File: config.mk
export PLATFORM = sky130hd
export DESIGN_NAME = igsdp_cell_alu
export DESIGN_NICKNAME = d
export VERILOG_FILES = /design/src/hw/rtl/igsdp_pkg.sv /design/src/hw/rtl/igsdp_cell_alu.sv
export SDC_FILE = /design/constraint.sdc
export NUM_CORES = 1
export LEC_CHECK = 0
export BUFFER_PORTS_ARGS = -buffer_cell sky130_fd_sc_hd__buf_2
export CORE_ASPECT_RATIO = 0.5
export CORE_MARGIN = 2
export CORE_UTILIZATION = 58
export DETAILED_ROUTE_END_ITERATION = 8
export PLACE_DENSITY = 0.79
export SYNTH_ARGS = -nofsm -noshare
export SYNTH_HDL_FRONTEND = slang
export SYNTH_SLANG_ARGS = --single-unit
export TNS_END_PERCENT = 30
File: constraint.sdc
create_clock -name vclk -period 10.3
set_clock_uncertainty 0.2 [all_clocks]
set_input_delay 1.03 -clock vclk [all_inputs]
set_output_delay 1.03 -clock vclk [all_outputs]
set_load 0.03 [all_outputs]
File: src/hw/rtl/igsdp_pkg.sv
// ----------------------------------------------------------------------------
// igsdp_pkg: shared constants and types
// Request, status and configuration codes, grid geometry, cell range and ALU types.
// ----------------------------------------------------------------------------
package igsdp_pkg;
	localparam int GRID_MAX  = 32;
	localparam int CELL_BITS = 24;
	localparam int CELLS     = GRID_MAX * GRID_MAX;
	localparam int ADDR_W    = $clog2(CELLS);
	localparam int IDX_W     = $clog2(GRID_MAX);

	localparam logic [2:0] REQ_STAMP = 3'd0;
	localparam logic [2:0] REQ_DECAY = 3'd1;
	localparam logic [2:0] REQ_READ  = 3'd2;
	localparam logic [2:0] REQ_PEAK  = 3'd3;
	localparam logic [2:0] REQ_WRITE = 3'd4;

	localparam logic [1:0] ST_OK    = 2'd0;
	localparam logic [1:0] ST_OOB   = 2'd1;
	localparam logic [1:0] ST_EMPTY = 2'd2;
	localparam logic [1:0] ST_SAT   = 2'd3;

	localparam logic [1:0] CFG_GRID_SIZE = 2'd0;
	localparam logic [1:0] CFG_FACTOR    = 2'd1;
	localparam logic [1:0] CFG_FLOOR     = 2'd2;

	localparam logic signed [CELL_BITS-1:0] CELL_HI = {1'b0, {(CELL_BITS-1){1'b1}}};
	localparam logic signed [CELL_BITS-1:0] CELL_LO = {1'b1, {(CELL_BITS-1){1'b0}}};

	// operation for the shared cell unit
	typedef enum logic [1:0] {
		OP_ADD,
		OP_LOAD,
		OP_DECAY
	} alu_op_t;

	typedef struct packed {
		alu_op_t                     op;
		logic signed [CELL_BITS-1:0] cell_val;
		logic signed [31:0]          product;
		logic signed [CELL_BITS-1:0] sample;
		logic [16:0]                 factor;
		logic [22:0]                 floor_val;
	} alu_in_t;

	typedef struct packed {
		logic signed [CELL_BITS-1:0] result;
		logic                        sat;
		logic [CELL_BITS-1:0]        mag;
	} alu_out_t;
endpackage

File: src/hw/rtl/igsdp_cell_alu.sv
// ----------------------------------------------------------------------------
// igsdp_cell_alu: shared cell arithmetic
// Saturating add, plain load and floored decay scaling of one cell.
// ----------------------------------------------------------------------------
module igsdp_cell_alu (
	input  igsdp_pkg::alu_in_t  a,
	output igsdp_pkg::alu_out_t y
);
	import igsdp_pkg::*;

	logic signed [CELL_BITS+8:0] sum;
	logic [CELL_BITS-1:0]        mag;
	logic [CELL_BITS+17:0]       scaled;
	logic [CELL_BITS-1:0]        rnd;

	always_comb begin
		mag    = a.cell_val[CELL_BITS-1] ? CELL_BITS'(-a.cell_val) : CELL_BITS'(a.cell_val);
		scaled = (CELL_BITS+18)'(mag) * (CELL_BITS+18)'(a.factor) + (CELL_BITS+18)'(32768);
		rnd    = scaled[CELL_BITS+15:16];
		sum    = '0;
		y.mag  = mag;
		y.sat  = 1'b0;
		y.result = '0;
		case (a.op)
			OP_ADD: begin
				sum = (CELL_BITS+9)'(a.cell_val) + (CELL_BITS+9)'(a.product);
				if (sum > (CELL_BITS+9)'(CELL_HI)) begin
					y.result = CELL_HI;
					y.sat    = 1'b1;
				end else if (sum < (CELL_BITS+9)'(CELL_LO)) begin
					y.result = CELL_LO;
					y.sat    = 1'b1;
				end else begin
					y.result = CELL_BITS'(sum);
				end
			end
			OP_LOAD: y.result = a.sample;
			OP_DECAY: begin
				if ({1'b0, mag} > (CELL_BITS+1)'(a.floor_val))
					y.result = a.cell_val[CELL_BITS-1] ? CELL_BITS'(-rnd) : CELL_BITS'(rnd);
				else
					y.result = '0;
			end
			default: y.result = '0;
		endcase
	end
endmodule
== After elaboration in Yosys (flattened, before gate mapping) ==
Cells that the tools add are included.

* Output and inout bits: 49
* Bits in registers: 0
* Logic and storage cells: 19

* Reductions and logical operators: 1
* Mux-type cells: 8
* Equality and inequality tests: 2
* Add/sub/neg operators: 4
* $mul: 1
* Order comparisons: 3

{| class="wikitable"
|+ Operator list
! operator !! number
|-
| $mux W24 || 4
|-
| $pmux W24 S3 || 1
|-
| $neg A24 Y24 || 2
|-
| $add A40 B16 Y40 const B || 1
|-
| $mul A24 B17 Y40 || 1
|-
| $add A24 B32 Y33 || 1
|-
| $gt A33 B24 Y1 const B || 1
|-
| $lt A33 B24 Y1 const B || 1
|-
| $mux W25 || 1
|-
| $gt A24 B23 Y1 || 1
|-
| $eq A2 B1 Y1 const B || 1
|-
| $eq A2 B2 Y1 const B || 1
|-
| $logic_not A2 Y1 || 1
|-
| $mux W1 || 2
|}

== Logic depth before layout (Yosys ltp) ==
Gate-level depths: netlist (run 1).

* Depth in word-level cells: 8
* Gate-level depth with buffers: 36

== Worst setup path before layout (run 1) ==
No wires, ideal clock.

* Kind: input-to-output
* Start point: input a[102] (netlist bit)
* End point: output y[48] (netlist bit)
* Arrival time: 10.249 ns
* Cell stages on the path: 29
* Path slack: -1.179 ns
* Cells stage by stage: or4_1 > nor2_1 > or4b_2 > clkbuf_1 > o31ai_1 > xnor2_1 > clkbuf_1 > nand2_1 > fa_1 > inv_1 > fa_1 > fa_1 > fa_1 > fa_1 > inv_1 > fa_1 > inv_1 > ha_1 > clkbuf_1 > and4_1 > and2_1 > a21boi_0 > a21oi_1 > xnor2_1 > a2111o_1 > or3_4 > or4b_4 > and4_4 > or3_1

{| class="wikitable"
|+ RTL lines
! what !! line !! text
|-
| from (decl) || igsdp_cell_alu.sv:6 || <nowiki>input igsdp_pkg::alu_in_t a,</nowiki>
|-
| to (decl) || igsdp_cell_alu.sv:7 || <nowiki>output igsdp_pkg::alu_out_t y</nowiki>
|}

==> results of run 1 <==
[tightest hold or removal path, cell delays in order]
cell and delay (ns):
buf_2 0.08, nand2_1 0.06, o2111ai_2 0.08, buf_6 0.14
[metrics by stage]
step	cell area, um2	TNS (ns)	hold WS, ns
5_1_grt	22600	-12.79	2.23
3_5_place_dp	21100	-10.59	2.25
3_3_place_gp	21100	-8.25	2.25
6_report	22600	-8.38	2.22
4_1_cts	22200	-4.58	2.22
2_1_floorplan	18200	-0.938	1.99
[layout make-up]
type                       count  area share [%]
tap                          399            2.21
inverter                     439            7.29
multi-input combinational   1672            74.8
timing repair buffer         493            15.7
antenna                        1          0.0111
[placed cells by master, fill, tap and decap left out, types with 9 or more instances in the layout]
| cell type | n |
|---|---|
| inv_1 | 429 |
| o21ai_1 | 15 |
| o21ai_2 | 9 |
| buf_2 | 153 |
| ha_4 | 13 |
| and3_1 | 14 |
| nor3_1 | 15 |
| and2_1 | 215 |
| a31oi_1 | 11 |
| a21o_1 | 23 |
| o21bai_1 | 10 |
| nand3_1 | 23 |
| o21ai_0 | 36 |
| a21oi_1 | 60 |
| nand4_1 | 24 |
| buf_6 | 30 |
| a21oi_2 | 18 |
| nand2_1 | 278 |
| fa_1 | 321 |
| o211ai_1 | 18 |
| ha_1 | 168 |
| a22oi_1 | 10 |
| and4_1 | 9 |
| inv_2 | 10 |
| xor2_1 | 19 |
| o31ai_1 | 9 |
| nor2_1 | 48 |
| o21a_1 | 23 |
| xnor2_2 | 20 |
| o2111ai_1 | 11 |
| a211oi_1 | 12 |
| xnor2_1 | 36 |
| buf_4 | 301 |
[worst max path at each step]
stage                     slack (ns)   start  endpoint
final                          -0.73   a[97]     y[48]
after global routing           -0.93  a[100]     y[48]
after CTS                      -0.52  a[107]     y[48]
after floorplan                -0.32  a[102]     y[48]
after detailed placement       -0.86  a[102]     y[48]
after global placement         -0.74  a[102]     y[48]
[what timing repair did]
| item | in CTS | in global routing |
|---|---|---|
| gates cloned | 2 | 1 |
| endpoints found under the setup margin | 21 | 22 |
| pin swaps | 76 | 37 |
| gates resized for setup | 162 | 56 |
| setup buffers | 32 | 25 |
[routing by layer]
layer | GRT usage (%) | routed length [um] | vias up
li1 | - | - | 7872
met1 | 52.2 | 24500 | 8709
met2 | 61.1 | 28200 | 1067
met3 | 8.08 | 7080 | 197
met4 | 11.4 | 2490 | 0
met5 | 0 | 0 | -
[logic make-up after synthesis]
logic type,Yosys count
adder cells (fa/ha/maj),512
XOR/XNOR,80
AO/OA/AOI/OAI,361
AND/OR/NAND/NOR,710
multiplexers,7
buffers and inverters,538
==> reports/results.ini, run 1 <==
[routing]
drt_iter0_drc = 1761
routed_wl_um = 62300
viasPerCell = 5.94
wl_per_cell_um = 20.7
drc = 0
dr.pass1.iters = 5
final_antenna_net_count = 0
vias = 17845

[hold_path]
hold_end = y[45]
hold_path.class = input port to output pin
min_from = a[60]
whs_path_depth = 4

[logic_synthesis]
synthCells = 2208
netlist_top_cells_count = inv_1, fa_1, nand2_1, and2_1, ha_1
syn_avg_cell_area_um2 = 8.07
synth_cell_types = 84
synth.net_count = 2842
synth_area_leaders = fa_1, ha_1, inv_1, and2_1, nand2_1
synth_most_common_cell = inv_1
synth_largest_area_cell = fa_1
ys_warn_count = 0
synth_compound_area_share_pct = 13.9
synthAdderAreaFrac_pct = 49.8
synthSimpleGateAreaFrac_pct = 20.5
yosysTopAreaCellShare_pct = 37.0
synth_seq_area_share_pct = 0
synthXorXnorAreaFrac_pct = 3.93
synth_top_family_by_area = adder cells
syn-cell-area_um2 = 17800
muxShareOfSynthArea_pct = 0.407

[layout]
seq_cell_count = 0
clockBufferCount = 0
nets = 3240
drive_above_1_share_pct = 26.1
fillers = 2030
fin_cells = 3004
multi_input_area_um2 = 16900
post-route-util_pct = 74.6
regArea_um2 = 0
areaGrowthSynthToFinish_pct = 26.9

[place]
hpwlAfterDp_um = 48900
place.gp.congestion = 0.987
dpl.cell_count = 2944
portBuffers = 171
dp_slack_ns = -0.864

[timing]
finalCritPeriodShare_pct = 107
worstMarginPinSlew_ns = 1.29
max_freq_mhz = 90.7
relSlewSlack_pct = 13.3
report.final.slew_viol_count = 0
hold_viol = 0
finalSetupViolCount = 19
rsz0062_at_grt = yes
setup_ws_ns = -0.727
period_minus_slack_ns = 11.03

[global_route]
grt_pass1_wl_um = 96000
antenna_found_initial = 1
grt_use_total_pct = 38.0
grt_overflow = 0
grt_max_degree = 26
grt_pass1_vias = 18087

[floorplan]
dieWidth_um = 252
rows = 45
die_h_um = 128
initial_core_util_pct = 58.8
die-area_um2 = 32200
num_io_pins = 171
core_um2 = 30300

[critical_path]
crit_arrival_ns = 9.80
crit_family = adder cells
cp_max_fo = 7
worstSetupPathType = input port to output pin
cp-end-kind = output pin
cp_num_cells = 32
crit_required_ns = 9.07
crit_path_top_delay_cell = fa_2
worst_path_most_repeated_cell = fa_1
cp_num_buf_inv = 10
start_kind = input port
max_stage_delay_ns = 0.55

[status]
violations = setup timing
outcome = finished with violations

[clocking]
cts_hold_buffers = 0

[run]
max_cap_violations = 0

Power of run 1 is not shown: default switching activity piles up to over one toggle a cycle in this logic, so the estimate is an artifact.
==> run 2: changes to the inputs <==
Settings changed: BUFFER_PORTS_ARGS -buffer_cell sky130_fd_sc_hd__buf_2 to not set, CORE_UTILIZATION 58 to 62, DONT_BUFFER_PORTS set to 1.
Clock period 10.3 ns to 9.4 ns, I/O delays scaled along.
==> run 2 against run 1 <==
The flow still finishes with violations (setup timing). Design area decreased by 2.9%. Flip-flop and latch count unchanged. First-iteration DRC count decreased by 1.8%. Wire length increased by 0.19%. Via count decreased by 2.5%. Critical path depth unchanged. Critical endpoint is now y[46]. Non-clock buffer count decreased by 150. Global-route usage increased by 2.2 points. Sequential share of layout area unchanged. Cell count decreased by 5.6%. Core utilization increased by 3.9 points.
==> reports/results.ini, run 2 (synthesis results as in run 1) <==
[status]
outcome = finished with violations
violations = setup timing

[timing]
worstMarginPinSlew_ns = 1.01  ; -0.284 ns
max_freq_mhz = 94.2
holdWs_ns = 1.68  ; -0.540 ns
final.setup.tns_ns = -19.24  ; -10.86 ns
rsz0062_at_grt = yes
setup_ws_ns = -1.22  ; -0.492 ns
period_minus_slack_ns = 10.62
finalSetupViolCount = 23  ; +4
hold_viol = 0  ; unchanged
relSlewSlack_pct = 32.3  ; +19 points
finalCritPeriodShare_pct = 113
report.final.slew_viol_count = 0  ; unchanged

[critical_path]
start_kind = input port
cp-end-kind = output pin
crit_path_top_delay_cell = fa_1
crit_arrival_ns = 9.48  ; -0.32 ns
worstSetupPathType = input port to output pin
crit_required_ns = 8.26  ; -0.81 ns
cp_max_fo = 7  ; unchanged
worst_path_most_repeated_cell = fa_1
max_stage_delay_ns = 0.58  ; +0.03 ns

[place]
dp_slack_ns = -1.35  ; -0.485 ns
portBuffers = 0  ; -100%
hpwlAfterDp_um = 47500  ; -2.8%
place.gp.congestion = 0.968  ; -1.9%
dpl.cell_count = 2783  ; -5.5%

[routing]
wl_per_cell_um = 22.0  ; +6.2%
vias = 17393  ; -2.5%
final_antenna_net_count = 0  ; unchanged
drc = 0  ; unchanged
dr.pass1.iters = 6  ; +1
drt_iter0_drc = 1729  ; -1.8%
routed_wl_um = 62400  ; +0.19%
viasPerCell = 6.14  ; +3.3%

[global_route]
use_met2_pct = 66.0  ; +4.9 points
grt_use_total_pct = 40.2  ; +2.2 points
grt_pass1_vias = 17710  ; -2.1%
grt_pass1_wl_um = 94100  ; -1.9%
grtUsageMet3_pct = 12.1  ; +4.0 points
grt_overflow = 0  ; unchanged
antenna_found_initial = 4  ; +3
grt_max_degree = 60  ; +130%
met1_usage_pct = 51.8  ; -0.41 points
gr-max-usage-layer = met2

[layout]
fillers = 1817  ; -10%
seq_cell_count = 0  ; unchanged
areaGrowthSynthToFinish_pct = 23.2
fin_cells = 2835  ; -5.6%
multi_input_area_um2 = 17100  ; +1.2%
clockBufferCount = 0  ; unchanged
regArea_um2 = 0  ; unchanged
nets = 3088  ; -4.7%
final_cell_mix = inv_1, fa_1, buf_4
final_common_cell = inv_1
drive_above_1_share_pct = 21.9  ; -4.2 points

[floorplan]
initial_core_util_pct = 63.7  ; +4.9 points
die-area_um2 = 30200  ; -6.3%
num_io_pins = 171  ; unchanged
die_h_um = 124  ; -3.2%
core_um2 = 28000  ; -7.6%
rows = 43  ; -4.4%
dieWidth_um = 244  ; -3.2%

[run]
max_cap_violations = 0  ; unchanged

[hold_path]
hold_path.class = input port to output pin

==> run 2: cell types whose count changed in the layout (fill, tap and decap cells not counted), moves of 6 or more <==
| cell | delta |
|---|---|
| buf_2 | -153 |
| buf_4 | +16 |
| buf_6 | -9 |
| xnor2_2 | -6 |
==> run 2: final cells by class <==
cell class | count | share of cell area (%)
repair buffers | 343 | 12.3
multi-input cells | 1670 | 78.0
inverters | 439 | 7.51
well taps | 382 | 2.18
diodes | 1 | 0.0114
==> run 2: final timing paths <==
kind	from	to	slack [ns]	cells after the start
worst max-delay path	a[101]	y[46]	-1.22	32
worst min-delay path	a[96]	y[0]	1.68	0
==> run 2: what timing repair did <==
action / CTS / global route
gates resized for setup: 145 / 65
setup endpoints to repair: 24 / 23
endpoints found under the hold margin: 0 / 0
hold buffers: 0 / 0
pin swaps: 80 / 61
setup buffers: 30 / 22
==> run 2: per-stage QoR <==
stage | cell area [um2] | utilization (%)
6_report | 22000 | 78.5
5_1_grt | 22000 | 78.5
4_1_cts | 21500 | 76.8
3_5_place_dp | 20500 | 73.3
3_3_place_gp | 20500 | 73.3
2_1_floorplan | 18200 | -
==> run 2: metal layers <==
layer | vias up | part of all wire [%]
li1 | 7582 | -
met1 | 8449 | 38
met2 | 1090 | 45
met3 | 268 | 13
met4 | 4 | 4.3
met5 | - | 0.10
==> run 2: critical path: cells and delay by family <==
kind	cells	cell delay, ns
adder cells (fa/ha/maj)	7	3.49
AND/OR/NAND/NOR	7	2.05
AO/OA/AOI/OAI	6	1.20
buffers and inverters	9	1.15
XOR/XNOR	2	0.34
multiplexers	1	0.30
Power of run 2 is left out for the same reason.
